**config.mk**
```make
export PLATFORM = sky130hd
export DESIGN_NAME = lru_keyed_entry_table_unit_flat
export DESIGN_NICKNAME = d
export VERILOG_FILES = /design/src/rtl/core/lkt_pkg.sv /design/src/rtl/core/lkt_ifs.sv /design/src/rtl/core/lkt_ctrl.sv /design/src/rtl/core/lkt_dp.sv /design/src/rtl/core/lru_keyed_entry_table_unit.sv /design/src/flat_wrapper.sv
export SDC_FILE = /design/constraint.sdc
export NUM_CORES = 1
export LEC_CHECK = 0
export BUFFER_PORTS_ARGS = -buffer_cell sky130_fd_sc_hd__buf_4
export CAP_MARGIN = 30
export CORE_ASPECT_RATIO = 1.75
export CORE_UTILIZATION = 47
export DETAILED_ROUTE_END_ITERATION = 12
export PLACE_DENSITY_LB_ADDON = 0.25
export SYNTH_ARGS = -nofsm -noshare
export SYNTH_HDL_FRONTEND = slang
export SYNTH_SLANG_ARGS = --single-unit
```
**constraint.sdc**
```tcl
create_clock -name clk -period 6.3 [get_ports clk]
set_input_delay 1.575 -clock clk [delete_from_list [all_inputs] [get_ports clk]]
set_output_delay 1.575 -clock clk [all_outputs]
set_load 0.01 [all_outputs]
```
**src/rtl/core/lkt_pkg.sv**
```systemverilog
// Shared types and constants of the keyed entry table.
package lkt_pkg;

    localparam int FUNC_W = 2;
    localparam int CAP_W  = 5;
    localparam int SLOT_W = 4;
    localparam int EKEY_W = 32;

    localparam logic [FUNC_W-1:0] FUNC_ACCESS = 2'd0;
    localparam logic [FUNC_W-1:0] FUNC_PROBE  = 2'd1;
    localparam logic [FUNC_W-1:0] FUNC_CLEAR  = 2'd2;

    localparam logic [CAP_W-1:0] CAP_RESET = 5'd16;

    // Commands from the controller to the datapath.
    typedef struct packed {
        logic load;
        logic scan_rd;
        logic commit;
    } lkt_cmd_t;

    // Status from the datapath to the controller.
    typedef struct packed {
        logic scan_last;
        logic out_busy;
    } lkt_stat_t;

endpackage

```
**src/rtl/core/lkt_ifs.sv**
```systemverilog
// Handshake channel interfaces of the keyed entry table.
interface lkt_req_if #(parameter int KEY_WIDTH = 32) ();
    logic                       valid;
    logic                       ready;
    logic [lkt_pkg::FUNC_W-1:0] func;
    logic [KEY_WIDTH-1:0]       key;

    modport source (output valid, output func, output key, input ready);
    modport sink (input valid, input func, input key, output ready);
endinterface

interface lkt_rsp_if ();
    logic                       valid;
    logic                       ready;
    logic                       hit;
    logic [lkt_pkg::SLOT_W-1:0] slot;
    logic                       evicted;
    logic [lkt_pkg::EKEY_W-1:0] evicted_key;

    modport source (output valid, output hit, output slot, output evicted,
                    output evicted_key, input ready);
    modport sink (input valid, input hit, input slot, input evicted,
                  input evicted_key, output ready);
endinterface

interface lkt_cfg_if ();
    logic                      valid;
    logic                      ready;
    logic [lkt_pkg::CAP_W-1:0] data;

    modport source (output valid, output data, input ready);
    modport sink (input valid, input data, output ready);
endinterface

```
**src/rtl/core/lkt_ctrl.sv**
```systemverilog
// Sequencing state machine of the keyed entry table.
module lkt_ctrl (
    input  logic               clk,
    input  logic               rst_n,
    input  logic               req_valid,
    output logic               req_ready,
    input  lkt_pkg::lkt_stat_t stat,
    output lkt_pkg::lkt_cmd_t  cmd
);

    localparam logic [1:0] ST_IDLE   = 2'd0;
    localparam logic [1:0] ST_SCAN   = 2'd1;
    localparam logic [1:0] ST_DRAIN  = 2'd2;
    localparam logic [1:0] ST_COMMIT = 2'd3;

    logic [1:0] state_reg;
    logic [1:0] state_next;

    always_comb
    begin
        state_next  = state_reg;
        req_ready   = 1'b0;
        cmd.load    = 1'b0;
        cmd.scan_rd = 1'b0;
        cmd.commit  = 1'b0;
        case (state_reg)
            ST_IDLE:
            begin
                req_ready = 1'b1;
                if (req_valid)
                begin
                    cmd.load   = 1'b1;
                    state_next = ST_SCAN;
                end
            end
            ST_SCAN:
            begin
                cmd.scan_rd = 1'b1;
                if (stat.scan_last)
                begin
                    state_next = ST_DRAIN;
                end
            end
            ST_DRAIN:
            begin
                // The last slot's compare completes in this cycle.
                state_next = ST_COMMIT;
            end
            ST_COMMIT:
            begin
                if (!stat.out_busy)
                begin
                    cmd.commit = 1'b1;
                    state_next = ST_IDLE;
                end
            end
            default:
            begin
                state_next = ST_IDLE;
            end
        endcase
    end

    always_ff @(posedge clk or negedge rst_n)
    begin
        if (!rst_n)
        begin
            state_reg <= ST_IDLE;
        end
        else
        begin
            state_reg <= state_next;
        end
    end

endmodule

```
**src/rtl/core/lkt_dp.sv**
```systemverilog
// Datapath of the keyed entry table: key store, slot scan, recency update, result register.
module lkt_dp #(
    parameter int ENTRIES   = 16,
    parameter int KEY_WIDTH = 32
) (
    input  logic                       clk,
    input  logic                       rst_n,
    input  lkt_pkg::lkt_cmd_t          cmd,
    output lkt_pkg::lkt_stat_t         stat,
    input  logic                       cfg_we,
    input  logic [lkt_pkg::CAP_W-1:0]  cfg_data,
    input  logic [lkt_pkg::FUNC_W-1:0] req_func,
    input  logic [KEY_WIDTH-1:0]       req_key,
    input  logic                       rsp_ready,
    output logic                       rsp_valid,
    output logic                       rsp_hit,
    output logic [lkt_pkg::SLOT_W-1:0] rsp_slot,
    output logic                       rsp_evicted,
    output logic [lkt_pkg::EKEY_W-1:0] rsp_evicted_key
);

    localparam int IW    = $clog2(ENTRIES);
    localparam int CNT_W = $clog2(ENTRIES + 1);
    localparam int CW    = (CNT_W > lkt_pkg::CAP_W) ? CNT_W : lkt_pkg::CAP_W;

    // Key store: one write and one registered read per cycle.
    logic [KEY_WIDTH-1:0] key_mem [ENTRIES];

    logic [ENTRIES-1:0]         valid_reg, valid_next;
    logic [IW-1:0]              rank_reg [ENTRIES];
    logic [IW-1:0]              rank_next [ENTRIES];
    logic [CNT_W-1:0]           occ_reg, occ_next;
    logic [lkt_pkg::CAP_W-1:0]  cap_reg;

    logic [lkt_pkg::FUNC_W-1:0] func_reg;
    logic [KEY_WIDTH-1:0]       key_reg;
    logic [IW-1:0]              addr_reg;
    logic                       cmp_vld_reg;
    logic [IW-1:0]              cmp_idx_reg;
    logic [KEY_WIDTH-1:0]       rd_key_reg;

    logic                       found_reg, free_reg, old_reg;
    logic [IW-1:0]              found_idx_reg, free_idx_reg, old_idx_reg;
    logic [KEY_WIDTH-1:0]       old_key_reg;

    logic                       rsp_valid_reg;
    logic                       hit_reg, hit_next;
    logic [lkt_pkg::SLOT_W-1:0] slot_reg, slot_next;
    logic                       ev_reg, ev_next;
    logic [lkt_pkg::EKEY_W-1:0] ekey_reg, ekey_next;

    logic                       cmp_valid;
    logic [IW-1:0]              cmp_rank;
    logic [IW-1:0]              oldest_rank;
    logic [CNT_W-1:0]           occ_dec;
    logic [lkt_pkg::CAP_W-1:0]  eff_cap;
    logic                       full;
    logic                       found_set, free_set, old_set;

    logic                       do_age, age_all, set_tgt, mem_we;
    logic [IW-1:0]              age_limit, tgt_idx, slot_idx;
    logic [7:0]                 slot_wide;
    logic [63:0]                old_key_wide;

    // Slot compare stage, one slot per cycle.
    assign cmp_valid   = valid_reg[cmp_idx_reg];
    assign cmp_rank    = rank_reg[cmp_idx_reg];
    assign occ_dec     = occ_reg - CNT_W'(1);
    assign oldest_rank = occ_dec[IW-1:0];
    assign found_set   = cmp_vld_reg && cmp_valid && (rd_key_reg == key_reg) && !found_reg;
    assign free_set    = cmp_vld_reg && !cmp_valid && !free_reg;
    assign old_set     = cmp_vld_reg && cmp_valid && (cmp_rank == oldest_rank);

    // Capacity zero acts as one; above the table size it saturates.
    assign eff_cap = (cap_reg == '0) ? lkt_pkg::CAP_W'(1) : cap_reg;
    assign full    = (CW'(occ_reg) >= CW'(eff_cap)) || (occ_reg == CNT_W'(ENTRIES));

    assign stat.scan_last = (addr_reg == IW'(ENTRIES - 1));
    assign stat.out_busy  = rsp_valid_reg && !rsp_ready;

    assign old_key_wide = 64'(old_key_reg);
    assign slot_wide    = 8'(slot_idx);

    always_comb
    begin
        valid_next = valid_reg;
        rank_next  = rank_reg;
        occ_next   = occ_reg;
        hit_next   = 1'b0;
        ev_next    = 1'b0;
        ekey_next  = '0;
        slot_idx   = '0;
        do_age     = 1'b0;
        age_all    = 1'b0;
        age_limit  = '0;
        set_tgt    = 1'b0;
        tgt_idx    = '0;
        mem_we     = 1'b0;
        case (func_reg)
            lkt_pkg::FUNC_ACCESS:
            begin
                if (found_reg)
                begin
                    hit_next  = 1'b1;
                    slot_idx  = found_idx_reg;
                    do_age    = 1'b1;
                    age_limit = rank_reg[found_idx_reg];
                    set_tgt   = 1'b1;
                    tgt_idx   = found_idx_reg;
                end
                else if (full && old_reg)
                begin
                    // Reuse the least recent slot.
                    ev_next   = 1'b1;
                    ekey_next = old_key_wide[lkt_pkg::EKEY_W-1:0];
                    slot_idx  = old_idx_reg;
                    do_age    = 1'b1;
                    age_limit = oldest_rank;
                    set_tgt   = 1'b1;
                    tgt_idx   = old_idx_reg;
                    mem_we    = 1'b1;
                end
                else if (free_reg)
                begin
                    slot_idx = free_idx_reg;
                    do_age   = 1'b1;
                    age_all  = 1'b1;
                    set_tgt  = 1'b1;
                    tgt_idx  = free_idx_reg;
                    mem_we   = 1'b1;
                    occ_next = occ_reg + CNT_W'(1);
                end
            end
            lkt_pkg::FUNC_PROBE:
            begin
                if (found_reg)
                begin
                    hit_next = 1'b1;
                    slot_idx = found_idx_reg;
                end
            end
            lkt_pkg::FUNC_CLEAR:
            begin
                valid_next = '0;
                occ_next   = '0;
                for (int i = 0; i < ENTRIES; i++)
                begin
                    rank_next[i] = '0;
                end
            end
            default:
            begin
                hit_next = 1'b0;
            end
        endcase
        for (int i = 0; i < ENTRIES; i++)
        begin
            if (do_age && valid_reg[i] && (age_all || (rank_reg[i] < age_limit)))
            begin
                rank_next[i] = rank_reg[i] + IW'(1);
            end
        end
        if (set_tgt)
        begin
            rank_next[tgt_idx]  = '0;
            valid_next[tgt_idx] = 1'b1;
        end
        slot_next = slot_wide[lkt_pkg::SLOT_W-1:0];
    end

    always_ff @(posedge clk)
    begin
        if (cmd.scan_rd)
        begin
            rd_key_reg <= key_mem[addr_reg];
        end
        if (cmd.commit && mem_we)
        begin
            key_mem[tgt_idx] <= key_reg;
        end
    end

    always_ff @(posedge clk or negedge rst_n)
    begin
        if (!rst_n)
        begin
            valid_reg     <= '0;
            occ_reg       <= '0;
            cap_reg       <= lkt_pkg::CAP_RESET;
            addr_reg      <= '0;
            cmp_vld_reg   <= 1'b0;
            found_reg     <= 1'b0;
            free_reg      <= 1'b0;
            old_reg       <= 1'b0;
            rsp_valid_reg <= 1'b0;
            for (int i = 0; i < ENTRIES; i++)
            begin
                rank_reg[i] <= '0;
            end
        end
        else
        begin
            if (cfg_we)
            begin
                cap_reg <= cfg_data;
            end
            cmp_vld_reg <= cmd.scan_rd;
            if (cmd.load)
            begin
                addr_reg  <= '0;
                found_reg <= 1'b0;
                free_reg  <= 1'b0;
                old_reg   <= 1'b0;
            end
            else
            begin
                if (cmd.scan_rd)
                begin
                    addr_reg <= addr_reg + IW'(1);
                end
                if (found_set)
                begin
                    found_reg <= 1'b1;
                end
                if (free_set)
                begin
                    free_reg <= 1'b1;
                end
                if (old_set)
                begin
                    old_reg <= 1'b1;
                end
            end
            if (cmd.commit)
            begin
                valid_reg     <= valid_next;
                rank_reg      <= rank_next;
                occ_reg       <= occ_next;
                rsp_valid_reg <= 1'b1;
            end
            else if (rsp_ready)
            begin
                rsp_valid_reg <= 1'b0;
            end
        end
    end

    always_ff @(posedge clk)
    begin
        if (cmd.load)
        begin
            func_reg <= req_func;
            key_reg  <= req_key;
        end
        cmp_idx_reg <= addr_reg;
        if (found_set)
        begin
            found_idx_reg <= cmp_idx_reg;
        end
        if (free_set)
        begin
            free_idx_reg <= cmp_idx_reg;
        end
        if (old_set)
        begin
            old_idx_reg <= cmp_idx_reg;
            old_key_reg <= rd_key_reg;
        end
        if (cmd.commit)
        begin
            hit_reg  <= hit_next;
            slot_reg <= slot_next;
            ev_reg   <= ev_next;
            ekey_reg <= ekey_next;
        end
    end

    assign rsp_valid       = rsp_valid_reg;
    assign rsp_hit         = hit_reg;
    assign rsp_slot        = slot_reg;
    assign rsp_evicted     = ev_reg;
    assign rsp_evicted_key = ekey_reg;

endmodule

```
**src/rtl/core/lru_keyed_entry_table_unit.sv**
```systemverilog
// Top level of the fully associative keyed entry table with least-recently-used replacement.
//
//  Channel | Role | Carries                                  | Transfer when
//  --------+------+------------------------------------------+---------------------------
//  req     | sink | func, key                                | req.valid && req.ready
//  rsp     | src  | hit, slot, evicted, evicted_key          | rsp.valid && rsp.ready
//  cfg     | sink | capacity (data)                          | cfg.valid && cfg.ready
//
// After a transfer, req.ready stays low while the item is worked on: the key store is
// read one slot per cycle across all ENTRIES slots, a drain state completes the last
// compare, and a commit state commits the recency update and loads the result register.
// The result register drives rsp, and rsp.valid rises when that register is loaded.
// Reset empties the table at once through per-slot valid bits and sets capacity to 16.
// A result still waiting on rsp does not block a new request; the following commit
// waits until the result register has been taken. cfg.ready is always high.
module lru_keyed_entry_table_unit #(
    parameter int ENTRIES   = 16,
    parameter int KEY_WIDTH = 32
) (
    input  logic      clk,
    input  logic      rst_n,
    lkt_req_if.sink   req,
    lkt_rsp_if.source rsp,
    lkt_cfg_if.sink   cfg
);

    lkt_pkg::lkt_cmd_t  cmd;
    lkt_pkg::lkt_stat_t stat;
    logic               req_ready;

    // The controller sequences the scan; the datapath owns all table state.
    lkt_ctrl u_ctrl (
        .clk       (clk),
        .rst_n     (rst_n),
        .req_valid (req.valid),
        .req_ready (req_ready),
        .stat      (stat),
        .cmd       (cmd)
    );

    lkt_dp #(
        .ENTRIES   (ENTRIES),
        .KEY_WIDTH (KEY_WIDTH)
    ) u_dp (
        .clk             (clk),
        .rst_n           (rst_n),
        .cmd             (cmd),
        .stat            (stat),
        .cfg_we          (cfg.valid),
        .cfg_data        (cfg.data),
        .req_func        (req.func),
        .req_key         (req.key),
        .rsp_ready       (rsp.ready),
        .rsp_valid       (rsp.valid),
        .rsp_hit         (rsp.hit),
        .rsp_slot        (rsp.slot),
        .rsp_evicted     (rsp.evicted),
        .rsp_evicted_key (rsp.evicted_key)
    );

    // Capacity writes are taken in any cycle.
    assign cfg.ready = 1'b1;
    assign req.ready = req_ready;

endmodule

```
**src/flat_wrapper.sv**
```systemverilog
// flat-port wrapper written by rule: the top's interface ports become plain ports
module lru_keyed_entry_table_unit_flat 
#(
    parameter int ENTRIES   = 16,
    parameter int KEY_WIDTH = 32
)
  (clk, rst_n, req_valid, req_func, req_key, req_ready, rsp_valid, rsp_hit, rsp_slot, rsp_evicted, rsp_evicted_key, rsp_ready, cfg_valid, cfg_data, cfg_ready);
  lkt_req_if #(.KEY_WIDTH(KEY_WIDTH)) req_i ();
  lkt_rsp_if rsp_i ();
  lkt_cfg_if cfg_i ();
  input  logic clk;
  input  logic rst_n;
  input wire logic [$bits(req_i.valid)-1:0] req_valid;
  input wire logic [$bits(req_i.func)-1:0] req_func;
  input wire logic [$bits(req_i.key)-1:0] req_key;
  output wire logic [$bits(req_i.ready)-1:0] req_ready;
  output wire logic [$bits(rsp_i.valid)-1:0] rsp_valid;
  output wire logic [$bits(rsp_i.hit)-1:0] rsp_hit;
  output wire logic [$bits(rsp_i.slot)-1:0] rsp_slot;
  output wire logic [$bits(rsp_i.evicted)-1:0] rsp_evicted;
  output wire logic [$bits(rsp_i.evicted_key)-1:0] rsp_evicted_key;
  input wire logic [$bits(rsp_i.ready)-1:0] rsp_ready;
  input wire logic [$bits(cfg_i.valid)-1:0] cfg_valid;
  input wire logic [$bits(cfg_i.data)-1:0] cfg_data;
  output wire logic [$bits(cfg_i.ready)-1:0] cfg_ready;
  assign req_i.valid = req_valid;
  assign req_i.func = req_func;
  assign req_i.key = req_key;
  assign req_ready = req_i.ready;
  assign rsp_valid = rsp_i.valid;
  assign rsp_hit = rsp_i.hit;
  assign rsp_slot = rsp_i.slot;
  assign rsp_evicted = rsp_i.evicted;
  assign rsp_evicted_key = rsp_i.evicted_key;
  assign rsp_i.ready = rsp_ready;
  assign cfg_i.valid = cfg_valid;
  assign cfg_i.data = cfg_data;
  assign cfg_ready = cfg_i.ready;
  lru_keyed_entry_table_unit #(.ENTRIES(ENTRIES), .KEY_WIDTH(KEY_WIDTH)) u_core (.clk(clk), .rst_n(rst_n), .req(req_i), .rsp(rsp_i), .cfg(cfg_i));
endmodule
```
======== Word-level counts from Yosys, hierarchy flattened ========
Memories as Yosys holds them, arrays and structs flattened. A register that Yosys moved wholly into a read port is not among the register bits.
Cells that the tools add are included.
storage, ports and cells
  output and inout port bits .............. 41
  memories ................................ 1
  register bits after elaboration ......... 221
  bits in writable memories ............... 512
  word-level logic and storage cells ...... 261
operators by class
  reduce and logical (&&, ||, !) cells .... 78
  bitwise logic cells ..................... 8
  mux-type cells .......................... 79
  equality and inequality tests ........... 15
  magnitude comparators ................... 24
  $add $sub $neg .......................... 19
memory list
  name                 words  width  rd ports  clocked after Yosys merged registers in  wr ports  line          text
  u_core.u_dp.key_mem  16     32     1         1                                        1         lkt_dp.sv:27  logic [KEY_WIDTH-1:0] key_mem [ENTRIES];
operators with widths
  operator             number
  $mux 64              2
  $mux 4               31
  $add 4x1->4 const B  17
  $and 64x64->64       1
  $lt 4x4->1           16
  $not 64->64          1
  $logic_and 1x1->1    43
  $bmux 4 s4           2
  $eq 32x32->1         1
  $mux 16              2
  $mux 1               29
  $mux 5               4
  $logic_or 1x1->1     17
  $demux 4 s4          1
  $or 16x16->16        1
  $ge 5x5->1 const B   3
  $not 4->5            3
  $reduce_bool 2->1    6
  $lt 4x5->1 const B   2
  $ne 2x2->1 const B   5
  $pmux 5 s2           1
  $pmux 2 s4           1
  $pmux 4 s2           1
  $eq 2x2->1 const B   3
  other kinds (21)     30

======== Depth between registers and ports, before layout ========
  word-level depth ........................ 16
  mapped depth ............................ 15

======== Cells and area by module ========
Synthesis repeated with hierarchy kept, for this count alone.
second synthesis, totals
  cell total of the unflattened synthesis .. 1764
  area, all modules ....................... 32483.7 um^2
modules (own cells, without submodules)
  module                      cells an instance  area an instance (um^2)  times used
  lkt_dp                      1745               32284.7                  1
  lkt_ctrl                    17                 187.7                    1
  lru_keyed_entry_table_unit  2                  11.3                     1

======== Least setup slack after synthesis ========
No wires, ideal clock.
  kind .................................... input -> register
  start point ............................. in rsp_ready
  end point ............................... mem u_core.u_dp.key_mem[12][0] (enable)
  library setup time ...................... 461 ps
  setup slack ............................. 1176 ps
  stages on the path ...................... 7
  arrival time ............................ 4663 ps
  cells stage by stage .................... nand2b_1 nand2_1 inv_1 buf_2 o211ai_1 clkbuf_1 nor3_1
on the way
  word-level cells in the longest chain between the ends .. 7
ends and longest elaborated chain
  what                          line                text
  start, declared               flat_wrapper.sv:22  input wire logic [$bits(rsp_i.ready)-1:0] rsp_ready;
  $logic_not 1->1               lkt_dp.sv:79        assign stat.out_busy = rsp_valid_reg && !rsp_ready;
  $logic_and 1x1->1             lkt_dp.sv:79
  $mux 1                        lkt_ctrl.sv:51      if (!stat.out_busy)
  $mux 1                        lkt_ctrl.sv:26      case (state_reg)
  $logic_and 1x1->1             lkt_dp.sv:177       if (cmd.commit && mem_we)
  $mux 1                        lkt_dp.sv:177
  $mux 1 (not written as such)  lkt_dp.sv:179       key_mem[tgt_idx] <= key_reg;
  end, declared                 lkt_dp.sv:27
Every way passes these cells.

======== Final worst setup path ========
  start point ............................. reg u_core.u_dp.found_idx_reg[1]
  end point ............................... reg u_core.u_dp.rank_reg[13] (netlist bit)
on the way
  word-level cells in the longest chain between the ends .. 12
ends and longest elaborated chain
  what                                        line           text
  start, declared                             lkt_dp.sv:43   logic [IW-1:0] found_idx_reg, free_idx_reg, old_idx_reg;
  start signal, assigned                      lkt_dp.sv:258  found_idx_reg <= cmp_idx_reg;
  $not 4->5 (not written as such)             lkt_dp.sv:107  age_limit = rank_reg[found_idx_reg];
  $bmux 4 s4                                  lkt_dp.sv:107
  $mux 4 (not written as such) (2 in series)  lkt_dp.sv:107
  $mux 4                                      lkt_dp.sv:102  if (found_reg)
  $mux 4                                      lkt_dp.sv:99   case (func_reg)
  $lt 4x4->1                                  lkt_dp.sv:158  if (do_age && valid_reg[i] && (age_all || (rank_reg[i] < age_limit)))
  $logic_or 1x1->1                            lkt_dp.sv:158
  $logic_and 1x1->1                           lkt_dp.sv:158
  $mux 4                                      lkt_dp.sv:158
  $and 64x64->64 (no source line)             --
  $mux 64 *                                   lkt_dp.sv:163  if (set_tgt)
  end signal, assigned                        lkt_dp.sv:237  rank_reg <= rank_next;
  end, declared                               lkt_dp.sv:30   logic [IW-1:0] rank_reg [ENTRIES];
Every way passes the cells marked *; elsewhere a longest branch is shown, timed or not. The select of a mux whose other input is x is not followed.
A chain may end at the register's enable or synchronous reset.

==> flow_metrics.tcl <==
set metrics [dict create \
    ys_seq_area_frac 0.686 \
    r2r_end "u_core.u_dp.rank_reg[13]" \
    whs_endpoint "u_core.u_dp.old_key_reg[29]" \
    grt_pass1_vias 18826 \
    slew_headroom 0.360 \
    crit_fanout 20 \
    fin_nets 2039 \
    cts_root_buffer "clkbuf_16" \
    status "finished clean" \
    syn_to_final_growth_pct 12.8 \
    ant_nets 0 \
    postSynth.asyncResetShare 0.132 \
    die_area_um2 70600 \
    wl_per_cell_um 28.6 \
    pin_count 85 \
    avgSynthCellArea_um2 18.2 \
    grtUsageTotal 0.236 \
    initial_utilization 0.476 \
    hold_start "u_core.u_dp.rd_key_reg[29]" \
    placed_cell_area_um2 34600 \
    netlist_instances 1796 \
    vias_per_cell 6.26 \
    worst_pin_slew_ns 0.958 \
    rows 127 \
    reg2reg_depth 11 \
    clock_sinks 765 \
    cts.htree.levels 3 \
    dr.pass1.iters 5 \
    postCtsSetupRepairBufs 0 \
    rsz0062_at_grt "no" \
    critPathLaunchType "register" \
    portBuffers 83 \
    clkTransAtPathRegs_ns 0.07 \
    crit_required_ns 6.79 \
    drive_gt1_frac 0.266 \
    largest_reg_flops 512 \
    cts_inserted_buffers 70 \
    postCtsResizedCells 0 \
    antenna_found_initial 0 \
    power_density_nw_per_um2 369 \
    period_needed_ns 4.51 \
    fp.dieH_um 351 \
    clk_latency_ns 0.63 \
    die_width_um 201 \
    wl_mm 82.3 \
    slew_violations 0 \
    final_cell_mix "edfxtp_1, mux4_2, buf_4" \
    gp_congestion 0.960 \
    clockBufferDepth 3 \
    leakage_uw 0.0127 \
    fin_ws_ns 1.79 \
    ys_ff_latch 765 \
    cts_tree "done" \
    cp.arrival_ns 4.99 \
    fin_area_um2 36900 \
    layout_commonest_cell "edfxtp_1" \
    num_vias 18020 \
    crit_type "reg -> reg" \
    synth.distinct_cells 72 \
    grt_pass1_wl_mm 121 \
    whs_path_depth 0 \
    min_period_over_period 0.715 \
    cp-end-kind "register" \
    regToRegStartpoint "u_core.u_dp.found_idx_reg[1]" \
    vdd_drop_max_uv 254 \
    pre_cts_ws_ns 1.68 \
    yosys_most_used_dff "edfxtp_1" \
    syn_nets 1917 \
    fin_tns_setup_ns 0 \
    synth_edf_count 660 \
    max_freq_mhz 222 \
    drc 0 \
    hold_ws_ns 0.476 \
    grt-ovfl-total 0 \
    drtIter0Drc 1433 \
    place_hpwl_mm 52.6 \
    hold_path_class "reg -> reg" \
    hold_viol 0 \
    reg2reg_slack_ns 1.79 \
    holdBufCountCts 0 \
    grt_max_degree 108 \
    final-setup-viol-count 0 \
    clock_skew_ns 0.0346 \
    max_cap_viol_count 0 \
    crit_path_start "u_core.u_dp.found_idx_reg[1]" \
    core_um2 68600 \
    ys_warn_count 0 \
    syn_area_um2 32700 \
]
-- worst max path at each step --
stage,slack [ns],cells after the start,end
2_1_floorplan,1.18,7,u_core.u_dp.key_mem[12][0]
3_3_place_gp,1.78,8,u_core.u_dp.key_mem[3][8]
3_5_place_dp,1.68,8,u_core.u_dp.key_mem[3][2]
4_1_cts,1.73,9,u_core.u_dp.key_mem[3][3]
5_1_grt,1.58,15,u_core.u_dp.rank_reg[13]
6_report,1.79,11,u_core.u_dp.rank_reg[13]
-- metrics by stage --
| stage | utilization | cells | power, uW |
|---|---|---|---|
| final | 0.537 | 2879 | 13600 |
| after global routing | 0.537 | 2878 | 14100 |
| after CTS | 0.537 | 2877 | 13700 |
| after detailed placement | 0.504 | 2748 | 9550 |
| after global placement | 0.502 | 2742 | 9480 |
| after floorplan | - | 1796 | 8480 |
-- cell families (layout without fill, tap and decap cells) --
family | after synthesis | after routing | synth area share
buffers and inverters | 104 | 283 | 0.0151
flip-flops | 765 | 765 | 0.686
AND/OR/NAND/NOR | 270 | 270 | 0.0457
adder cells (fa/ha/maj) | 77 | 77 | 0.0295
multiplexers | 211 | 211 | 0.141
XOR/XNOR | 44 | 44 | 0.0118
AO/OA/AOI/OAI | 324 | 324 | 0.0706
other | 1 | 2 | 0.000115
-- where the power goes --
| group | switching, uW | internal, uW | leakage (uW) |
|---|---|---|---|
| clock | 1880 | 2320 | 0.00110 |
| sequential | 446 | 6050 | 0.00738 |
| combinational | 1620 | 1300 | 0.00418 |
-- layer usage --
layer | track usage | routed length, um | vias up
met5 | 0 | 0 | -
li1 | - | - | 7652
met4 | 0.131 | 4700 | 0
met1 | 0.264 | 28800 | 9417
met3 | 0.0334 | 4120 | 236
met2 | 0.432 | 44700 | 715
-- worst max-delay path: stages, from the launching register on --
cell and delay, ns:
edfxtp_1 0.94, mux4_2 0.63, mux4_2 0.50, a21oi_1 0.49, buf_4 0.35, ha_1 0.29, a211o_1 0.32, nor2_1 0.10
o211ai_1 0.11, nand2_1 0.27, o21ai_1 0.11, a32o_1 0.24
-- synthesized netlist by cell type (3+ instances only) --
library cell / n / area [um2]
o211ai_4: 3 / 63.8
nand2b_1: 4 / 25.0
and3_1: 50 / 313
o21ai_1: 19 / 95.1
nor3_2: 6 / 60.1
dfrtp_1: 100 / 2500
clkbuf_1: 37 / 139
buf_6: 7 / 78.8
o21ai_2: 14 / 123
a211oi_1: 4 / 30.0
inv_1: 21 / 78.8
nor3b_1: 4 / 30.0
nor2_1: 58 / 218
dfxtp_1: 4 / 80.1
o21a_1: 18 / 135
a22oi_1: 4 / 30.0
mux2i_1: 9 / 90.1
a32o_1: 16 / 160
a21oi_1: 30 / 150
xor2_1: 7 / 61.3
edfxtp_1: 660 / 19800
a21o_1: 34 / 255
buf_1: 10 / 37.5
nand3_1: 22 / 110
a31oi_1: 76 / 475
nand2_1: 54 / 203
xnor2_1: 37 / 324
mux4_2: 198 / 4460
ha_1: 77 / 963
nor2b_1: 7 / 43.8
nor3_1: 11 / 55.1
o211ai_1: 18 / 135
buf_2: 23 / 115
a21oi_2: 10 / 87.6
nand4_1: 29 / 181
a222oi_1: 3 / 30.0
o21ai_0: 45 / 225
nand2_2: 5 / 31.3
buf_4: 6 / 45.0
a211o_1: 17 / 149
-- area by class of cell --
cell class              count  area (um2)
diodes                      1        2.50
clock buffers              86        1890
clock inverters            43         360
fillers                  5364       31800
inverters                  21        81.3
multi-input cells         927        9870
flip-flops and latches    765       22400
well taps                 903        1130
repair buffers            133        1100
(Power assumes the default switching activity.)
